$ cat src/cmte_pkg.sv
// Package for the card mark table engine: command codes and front-to-back word.
// No dependencies.
`default_nettype none
package cmte_pkg;
  localparam logic [1:0] CMD_MARK  = 2'd0;
  localparam logic [1:0] CMD_CLEAR = 2'd1;
  localparam logic [1:0] CMD_SCAN  = 2'd2;

  // Classified command handed from front to back
  typedef struct packed {
    logic        do_range;   // mark or clear with valid range
    logic        set;        // 1 mark, 0 clear
    logic        do_scan;    // scan inside heap
    logic        err;        // start after end
    logic [23:0] lo;
    logic [23:0] hi;
    logic        reloc;
  } cmd_word_t;
endpackage
`default_nettype wire

$ cat src/cmte_front.sv
// Front end: accepts input words, classifies them, clips ranges to the heap.
// Depends on cmte_pkg.
`default_nettype none
module cmte_front #(
  parameter int HEAP_WORDS = 65536
) (
  input  wire logic              clk,
  input  wire logic              rst_n,
  input  wire logic              in_push,
  output logic                   in_full,
  input  wire logic [1:0]        in_cmd,
  input  wire logic [15:0]       in_start_word,
  input  wire logic [15:0]       in_end_word,
  input  wire logic              in_relocating,
  output logic                   q_valid,
  output cmte_pkg::cmd_word_t    q_word,
  input  wire logic              q_take
);
  localparam logic [24:0] HW = 25'(HEAP_WORDS);
  localparam int QD = 2;

  cmte_pkg::cmd_word_t q_r [QD];
  logic [1:0] cnt_r;
  logic       wp_r, rp_r;
  cmte_pkg::cmd_word_t cls;
  logic push_ok, take_ok;

  // classify
  always_comb begin
    cls = '0;
    cls.lo = 24'(in_start_word);
    cls.hi = (25'(in_end_word) >= HW) ? 24'(HW - 25'd1) : 24'(in_end_word);
    cls.reloc = in_relocating;
    cls.set = (in_cmd == cmte_pkg::CMD_MARK);
    if (in_cmd == cmte_pkg::CMD_MARK || in_cmd == cmte_pkg::CMD_CLEAR) begin
      if (in_start_word > in_end_word) cls.err = 1'b1;
      else cls.do_range = (25'(in_start_word) < HW);
    end else if (in_cmd == cmte_pkg::CMD_SCAN) begin
      cls.do_scan = (25'(in_start_word) < HW);
    end
  end

  assign in_full = (cnt_r == 2'(QD));
  assign push_ok = in_push && !in_full;
  assign q_valid = (cnt_r != 2'd0);
  assign take_ok = q_take && q_valid;
  assign q_word = q_r[rp_r];

  // two-entry queue
  always_ff @(posedge clk) begin
    if (push_ok) q_r[wp_r] <= cls;
    if (!rst_n) begin
      cnt_r <= '0; wp_r <= 1'b0; rp_r <= 1'b0;
    end else begin
      if (push_ok) wp_r <= ~wp_r;
      if (take_ok) rp_r <= ~rp_r;
      cnt_r <= cnt_r + 2'(push_ok) - 2'(take_ok);
    end
  end
endmodule
`default_nettype wire

$ cat config.mk
export PLATFORM = sky130hd
export DESIGN_NAME = cmte_front
export DESIGN_NICKNAME = d
export VERILOG_FILES = /design/src/cmte_pkg.sv /design/src/cmte_front.sv
export SDC_FILE = /design/constraint.sdc
export NUM_CORES = 1
export LEC_CHECK = 0
export BUFFER_PORTS_ARGS = -buffer_cell sky130_fd_sc_hd__buf_2
export CORE_MARGIN = 2
export CORE_UTILIZATION = 50
export CTS_CLUSTER_SIZE = 20
export DETAILED_ROUTE_END_ITERATION = 12
export HOLD_SLACK_MARGIN = 0.12
export PLACE_DENSITY = 0.86
export SYNTH_ARGS = -nofsm -noshare
export SYNTH_HDL_FRONTEND = slang
export SYNTH_SLANG_ARGS = --single-unit
$ cat constraint.sdc
create_clock -name clk -period 3.5 [get_ports clk]
set_clock_uncertainty 0.2 [all_clocks]
set_input_delay 0.35 -clock clk [delete_from_list [all_inputs] [get_ports clk]]
set_output_delay 0.35 -clock clk [all_outputs]
set_load 0.02 [all_outputs]
==> results.json, run 1 <==
{
  "syn_avg_cell_area_um2": 15.8,
  "grt_max_degree": 38,
  "slew_headroom_pct": 39.8,
  "drtIter0Drc": 60,
  "routed_wl_mm": 6.27,
  "vias": 2069,
  "clk_latency_ns": 0.33,
  "first_pass_iters": 6,
  "overflow": 0,
  "initial_core_util_pct": 51.6,
  "die_y_um": 87.5,
  "antenna_found_initial": 0,
  "vias_per_cell": 4.87,
  "yosysUniqueCellTypes": 30,
  "synth_top_family_by_area": "multiplexers",
  "final.setup.tns_ns": 0,
  "synth_compound_area_share_pct": 3.05,
  "antennaDiodeCount": 0,
  "hold_violations": 0,
  "synth_cells": 221,
  "arrival_ns": 1.85,
  "setup_viol": 0,
  "fin_nets": 397,
  "clk_pin_slew_ns": 0.07,
  "cp-start-kind": "register",
  "p_leak_nw": 1.85,
  "cts-root-buf": "clkbuf_8",
  "clock_path_buffers": 2,
  "clock_sinks": 79,
  "std_cell_rows": 30,
  "fillCellCount": 500,
  "numCtsBuffers": 9,
  "fin_cells": 425,
  "grt_pass1_wl_mm": 9.68,
  "cellPowerDensity_mw_per_mm2": 626,
  "dp_hpwl_mm": 4.05,
  "coreArea_mm2": 0.00676,
  "max_freq_mhz": 416,
  "port_buffers": 77,
  "cp-end-kind": "output port",
  "layout_min_cycle_time_ns": 2.40,
  "io_pins": 94,
  "multi_input_area_mm2": 0.00102,
  "dieWidth_um": 87.5,
  "drc": 0,
  "synth_simple_gate_area_share_pct": 4.74,
  "grt_usage_pct": 17.1,
  "synthAdderAreaFrac_pct": 6.46,
  "place_inst": 374,
  "drive_above_1_share_pct": 39.7,
  "utilization_pct": 66.1,
  "cts_tree": "done",
  "outcome": "complete, no violations",
  "gp_congestion": 0.679,
  "synth_xor_area_share_pct": 1.01,
  "worst_pin_slew_ns": 0.903,
  "yosys_warnings": 0,
  "seq_area_frac_synth_pct": 66.6,
  "rsz0062_at_grt": "no",
  "slew_viol_final": 0,
  "cts_setup_buffers": 0,
  "synth_seq_cells": 79,
  "synth_mux_area_share_pct": 12.0,
  "register_area_mm2": 0.00232,
  "htreeDepth": 3,
  "critPathMaxFanout": 37,
  "synth_area_mm2": 0.00349,
  "ant_nets": 0,
  "die-area_mm2": 0.00766,
  "ir_drop_mv": 0.421,
  "worstHoldPathType": "input port to register",
  "area_growth_pct": 28.2,
  "crit_required_ns": 2.95,
  "finalCritPeriodShare_pct": 68.7,
  "cap_violations": 0,
  "wl_per_cell_um": 14.8,
  "critPathKind": "register to output port",
  "grt_pass1_vias": 2087
}
-- metal layers --
layer,routed length [µm],track usage (%),vias to the layer above
li1,-,-,1015
met1,2720,20.2,989
met2,3210,29.8,58
met3,277,5.12,7
met4,68,5.59,0
met5,0,0,-
-- stage by stage --
stage	power, W	setup slack, ns	hold slack [ns]	cell area [µm²]
2_1_floorplan	0.00185	0.751	0.249	3540
3_3_place_gp	0.00206	1.46	0.319	3910
3_5_place_dp	0.00208	1.39	0.325	3910
4_1_cts	0.00282	1.05	0.176	4470
5_1_grt	0.00293	0.980	0.193	4470
6_report	0.00280	1.10	0.194	4470
-- logic make-up after synthesis --
logic type	count (synthesis)
AOI/OAI and AO/OA	16
and+or+nand+nor	27
other	1
xor gates and xnor gates	4
buffers and inverters	39
DFF	79
adders and majority gates	18
muxes	37
-- cell usage in the layout, fill, tap and decap left out, drive strengths merged, types with 2 or more instances in the layout --
master	netlist	layout
buf	20	78
edfxtp	74	74
mux2	37	37
dlygate4sd3	0	35
inv	19	19
ha	18	18
conb	1	16
clkbuf	0	10
nand2	7	7
a21oi	5	5
dfxtp	5	5
and2	4	4
xnor2	4	4
nor2	4	4
nor2b	3	3
a21o	3	3
o21ai	3	3
nand4	3	3
clkinv	0	3
nand2b	2	2
bufinv	0	2
-- sequential cells by signal, summed over array words and instances (netlist names), named ones only --
| signal | flops |
|---|---|
| wp_r | 1 |
| rp_r | 1 |
| cnt_r | 2 |
| q_r | 74 |
-- critical path, cell delays in order, from the launching register on --
cell and delay [ns]:
dfxtp_2 0.93, mux2_2 0.43, buf_2 0.16
-- what timing repair did --
action                    in CTS  in global routing
gates resized for setup        0                  0
hold buffers                  35                  0
hold endpoints to repair      75                  0
-- path summary, 6_finish.rpt --
check	endpoint	slack [ns]	start	depth (start not counted)
worst max-delay path	q_word[35]	1.10	register	2
worst max register to register	q_r[0][16]	1.44	cnt_r[0]	4
worst min-delay path	q_r[0][35]	0.19	in_cmd[1]	2
worst min register to register	register	0.34	rp_r	2
-- area by class of cell --
class                      instances  share of cell area (%)
clock inverter                     6                    1.90
inverter                          19                    1.60
multi-input combinational        118                    22.8
timing repair buffer             113                    16.6
clock buffer                      10                    2.86
tap                               80                    2.24
sequential                        79                    52.0
-- power breakdown --
group	internal (W)	switching (W)
clock network	0.000400	0.000315
registers	0.00120	0.0000915
logic	0.000345	0.000442
total	0.00195	0.000849
-- Yosys cell counts --
cell type	count	area, µm²
edfxtp_1	74	2220
mux2_2	37	417
inv_1	19	71.3
ha_1	18	225
buf_4	16	120
nand2_1	7	26.3
a21oi_1	5	25.0
dfxtp_1	5	100
and2_1	4	25.0
buf_2	4	20.0
nor2_1	4	15.0
xnor2_1	4	35.0
nor2b_1	3	18.8
a21o_1	2	15.0
nand2b_1	2	12.5
nand4_1	2	12.5
o21ai_0	2	10.0
a2111oi_0	1	8.76
a211oi_1	1	7.51
a21o_2	1	8.76
a31o_1	1	8.76
a31oi_1	1	6.26
and3_1	1	6.26
and3b_1	1	8.76
conb_1	1	3.75
nand4_2	1	12.5
nor4_4	1	21.3
o21ai_2	1	8.76
o21bai_1	1	7.51
or2_2	1	6.26
(Power assumes the default switching activity.)
==> run 2, diff against run 1 <==
- clock period: 3.5 -> 2.4 ns (I/O delays scaled with it)
==> run 2 against run 1 <==
Effect of this change: clock power grew 57%; utilization up 1.1 points; worst setup slack lost 0.90 ns; critical path depth is 5 higher; global-route usage fell by 0.37 points; largest cell class unchanged; highest routed layer unchanged.
==> results.json, run 2 (synthesis results as in run 1) <==
{
  "outcome": "complete, no violations",
  "mostFrequentLayoutCell": "buf_2",
  "cp-start-kind": "input port",
  "overflow": 0,
  "worst-path-buf-inv": 2,
  "vias_per_cell": 4.97,
  "routed_wl_mm": 6.29,
  "clk_pin_slew_ns": 0.07,
  "drive_above_1_share_pct": 39.8,
  "max_freq_mhz": 454,
  "slew_viol_final": 0,
  "initial_core_util_pct": 51.6,
  "htreeDepth": 3,
  "dp_hpwl_mm": 4.09,
  "ir_drop_mv": 0.497,
  "final.setup.tns_ns": 0,
  "p_leak_nw": 1.89,
  "setup_viol": 0,
  "numCtsBuffers": 9,
  "arrival_ns": 2.10,
  "io_pins": 94,
  "cellPowerDensity_mw_per_mm2": 927,
  "finalCritPeriodShare_pct": 91.7,
  "reg_top3": "q_r: 74 flops, cnt_r: 2 flops",
  "dp_slack_ns": 0.348,
  "largest_reg_flops": 74,
  "coreArea_mm2": 0.00676,
  "first_pass_iters": 4,
  "port_buffers": 77,
  "cap_violations": 0,
  "clk_latency_ns": 0.33,
  "vias": 2123,
  "grt_pass1_wl_mm": 9.47,
  "largest-register": "q_r",
  "worstHoldPathType": "input port to register",
  "critPathMaxFanout": 3,
  "dieWidth_um": 87.5,
  "hold_violations": 0,
  "grt_pass1_vias": 2069,
  "grt_max_degree": 26,
  "antenna_found_initial": 0,
  "antennaDiodeCount": 0,
  "gp_congestion": 0.734,
  "crit_chain": "dlygate4sd3_1, buf_2, ha_1, nand4_2, nor4_4, o21ai_2, a31o_1",
  "area_growth_pct": 30.4,
  "layout_min_cycle_time_ns": 2.20,
  "clock_path_buffers": 2,
  "die_y_um": 87.5,
  "setup_slack_ns": 0.199,
  "crit_required_ns": 2.29,
  "hold_slack_ns": 0.155,
  "drc": 0,
  "die-area_mm2": 0.00766,
  "fin_nets": 400,
  "cpPeakStageDelay_ns": 0.53,
  "ant_nets": 0,
  "rsz0062_at_grt": "no",
  "grt_usage_pct": 16.7,
  "crit_family": "buffers and inverters",
  "cts-root-buf": "clkbuf_8",
  "critPathSlowestCell": "dlygate4sd3_1",
  "final_cell_mix": "buf_2, edfxtp_1, mux2_2",
  "critPathKind": "input port to register",
  "wl_per_cell_um": 14.7,
  "drtIter0Drc": 80,
  "cts_tree": "done",
  "clock_sinks": 79,
  "std_cell_rows": 30,
  "cp-end-kind": "register"
}
==> run 2: changes by cell type in the layout (fill, tap and decap cells not counted), sizes merged <==
cell and change:
dlygate4sd3 +1, clkbuf +1, clkinvlp -1, clkinv -2, buf +2, bufinv +1
==> run 2: per-stage QoR <==
step	power (W)	instance area [µm²]	utilization, %	cells
after floorplan	0.00270	3540	-	236
after global placement	0.00305	3960	58.6	376
after detailed placement	0.00309	3960	58.6	376
after CTS	0.00425	4540	67.3	427
after global routing	0.00441	4550	67.3	427
final	0.00421	4550	67.3	427
==> run 2: final cells by class <==
type	instances	area, µm²
Sequential cell	79	2320
Inverter	19	71.3
Fill cell	501	2210
Timing Repair Buffer	116	806
Multi-Input combinational cell	118	1020
Clock buffer	11	131
Tap cell	80	100
Clock inverter	4	95.1
==> run 2: final timing paths <==
kind                     start         end  slack, ns  depth (start not counted)
min                  in_cmd[1]  q_r[0][33]       0.16                          3
max reg2reg           cnt_r[1]    cnt_r[1]       0.36                          8
min reg2reg               rp_r    register       0.36                          2
max          in_start_word[15]  q_r[0][36]       0.20                          7
==> run 2: what timing repair did <==
action                                  in CTS  in global routing
endpoints found under the setup margin       0                  2
resized for setup                            0                  1
hold buffers                                36                  0
endpoints found under the hold margin       75                  0
buffers inserted                             0                  0
==> run 2: tightest hold or removal path, delay by kind of cell <==
family	cells	cell delay [ns]
buffers and inverters	1	0.14
AO/OA/AOI/OAI	2	0.14
==> run 2: routing by layer <==
layer	GRT usage (%)	share of wire [%]	wire length (µm)	up-vias
li1	-	-	-	1020
met1	19.1	42	2650	1026
met2	30.0	51	3210	67
met3	3.70	5.3	333	10
met4	7.13	1.6	99	0
met5	0	0	0	-
==> run 2: power by group <==
part,leakage (nW),internal (W),switching (W)
Sequential,0.735,0.00175,0.0000895
Combinational,1.04,0.000546,0.000703
Clock,0.113,0.000685,0.000438
Total,1.89,0.00298,0.00123
==> run 3, diff against run 2 <==
- CORE_UTILIZATION: 50 -> 52
- PLACE_DENSITY: 0.86 -> 0.88
==> run 3 against run 2 <==
Effect of this change: worst hold slack got worse by 0.013 ns; worst setup slack got worse by 0.033 ns; sequential share of layout area grew 0.21 points; the run now ends with design-rule violations left; largest power group unchanged; critical path type unchanged.
==> results.json, run 3 (synthesis results as in run 1) <==
{
  "largest-register": "q_r",
  "cp-end-kind": "register",
  "place_inst": 373,
  "hold_violations": 0,
  "r2r_slack_ns": 0.36,
  "cts_tree": "done",
  "final.setup.tns_ns": 0,
  "clock_path_buffers": 2,
  "largest_reg_flops": 74,
  "gp_congestion": 0.705,
  "port_buffers": 77,
  "critPathMaxFanout": 3,
  "cp-start-kind": "input port",
  "dieWidth_um": 85.9,
  "arrival_ns": 2.12,
  "worstHoldPathType": "input port to register",
  "utilization_pct": 70.5,
  "layout_min_cycle_time_ns": 2.23,
  "initial_core_util_pct": 54.3,
  "wl_per_cell_um": 15.3,
  "clock_sinks": 79,
  "antenna_found_initial": 0,
  "dp_hpwl_mm": 4.25,
  "crit_family": "buffers and inverters",
  "outcome": "finished with violations",
  "reg_top3": "q_r: 74 flops, cnt_r: 2 flops",
  "worst-path-buf-inv": 3,
  "fin_nets": 400,
  "fin_cells": 425,
  "critPathKind": "input port to register",
  "clk_latency_ns": 0.33,
  "setup_viol": 0,
  "finalCritPeriodShare_pct": 93.1,
  "cts_setup_buffers": 0,
  "die_y_um": 85.9,
  "finish.instance_area_mm2": 0.00453,
  "cap_violations": 0,
  "cts-root-buf": "clkbuf_8",
  "drtIter0Drc": 97,
  "std_cell_rows": 29,
  "die-area_mm2": 0.00737,
  "io_pins": 94,
  "mostFrequentLayoutCell": "buf_2",
  "routed_wl_mm": 6.51,
  "vias": 2127,
  "slew_viol_final": 0,
  "final_cell_mix": "buf_2, edfxtp_1, mux2_2",
  "critPathSlowestCell": "dlygate4sd3_1",
  "area_growth_pct": 29.9,
  "htreeDepth": 3,
  "violations": "design-rule violations",
  "dpl_cell_area_mm2": 0.00395,
  "grt_pass1_wl_mm": 9.94,
  "grt_pass1_vias": 2191,
  "overflow": 0,
  "clk_pin_slew_ns": 0.07,
  "crit_required_ns": 2.29,
  "first_pass_iters": 8,
  "p_leak_nw": 1.88,
  "cellPowerDensity_mw_per_mm2": 915,
  "ir_drop_mv": 0.475,
  "crit_chain": "dlygate4sd3_1, buf_2, inv_1, ha_1, nand4_2, nor4_4, o21ai_2, a31o_1",
  "numCtsBuffers": 9,
  "drc": 6,
  "ant_nets": 0,
  "cpPeakStageDelay_ns": 0.52,
  "vias_per_cell": 5.00,
  "antennaDiodeCount": 0,
  "max_freq_mhz": 448,
  "coreArea_mm2": 0.00642,
  "drive_above_1_share_pct": 39.9,
  "grt_max_degree": 27,
  "rsz0062_at_grt": "no",
  "grt_usage_pct": 18.0
}
-- run 3: final cells by class --
class / count / area [µm²]
multi-input cells: 118 / 1020
inverters: 19 / 71.3
fillers: 446 / 1900
repair buffers: 116 / 806
clock buffers: 10 / 128
flip-flops and latches: 79 / 2320
clock inverters: 6 / 85.1
well taps: 77 / 96.3
-- run 3: where the power goes --
group	internal, W	switching, W
logic	0.000545	0.000718
clock network	0.000583	0.000461
registers	0.00175	0.0000841
total	0.00288	0.00126
-- run 3: metal layers --
layer	track usage, %	share of wire, %
met1	19.7	40
met2	33.3	54
met3	4.23	5.3
met4	6.78	1.3
met5	0	0
-- run 3: metrics by stage --
| stage | worst slack (ns) | power [W] | hold slack (ns) |
|---|---|---|---|
| 3_5_place_dp | 0.348 | 0.00309 | 0.234 |
| 4_1_cts | 0.192 | 0.00417 | 0.132 |
| 5_1_grt | 0.0619 | 0.00434 | 0.143 |
| 2_1_floorplan | 0.261 | 0.00270 | 0.139 |
| 3_3_place_gp | 0.442 | 0.00305 | 0.232 |
| 6_report | 0.167 | 0.00414 | 0.142 |
-- run 3: worst register-to-register path, delay by kind of cell (launching register included) --
family	cells	cell delay, ns
and+or+nand+nor	3	0.64
adders and majority gates	2	0.45
DFF	1	0.34
xor gates and xnor gates	2	0.27
buffers and inverters	1	0.04
-- run 3: final timing paths --
kind / end / startpoint / cells after the start
setup / recovery: q_r[0][36] / in_end_word[15] / 8
hold / removal: rp_r / q_take / 4
setup reg to reg: cnt_r[1] / cnt_r[1] / 8
hold reg to reg: rp_r / rp_r / 2
-- run 3: timing repair --
item	CTS	global route
hold buffers	36	0
endpoints found under the hold margin	75	0
gates resized for setup	0	0
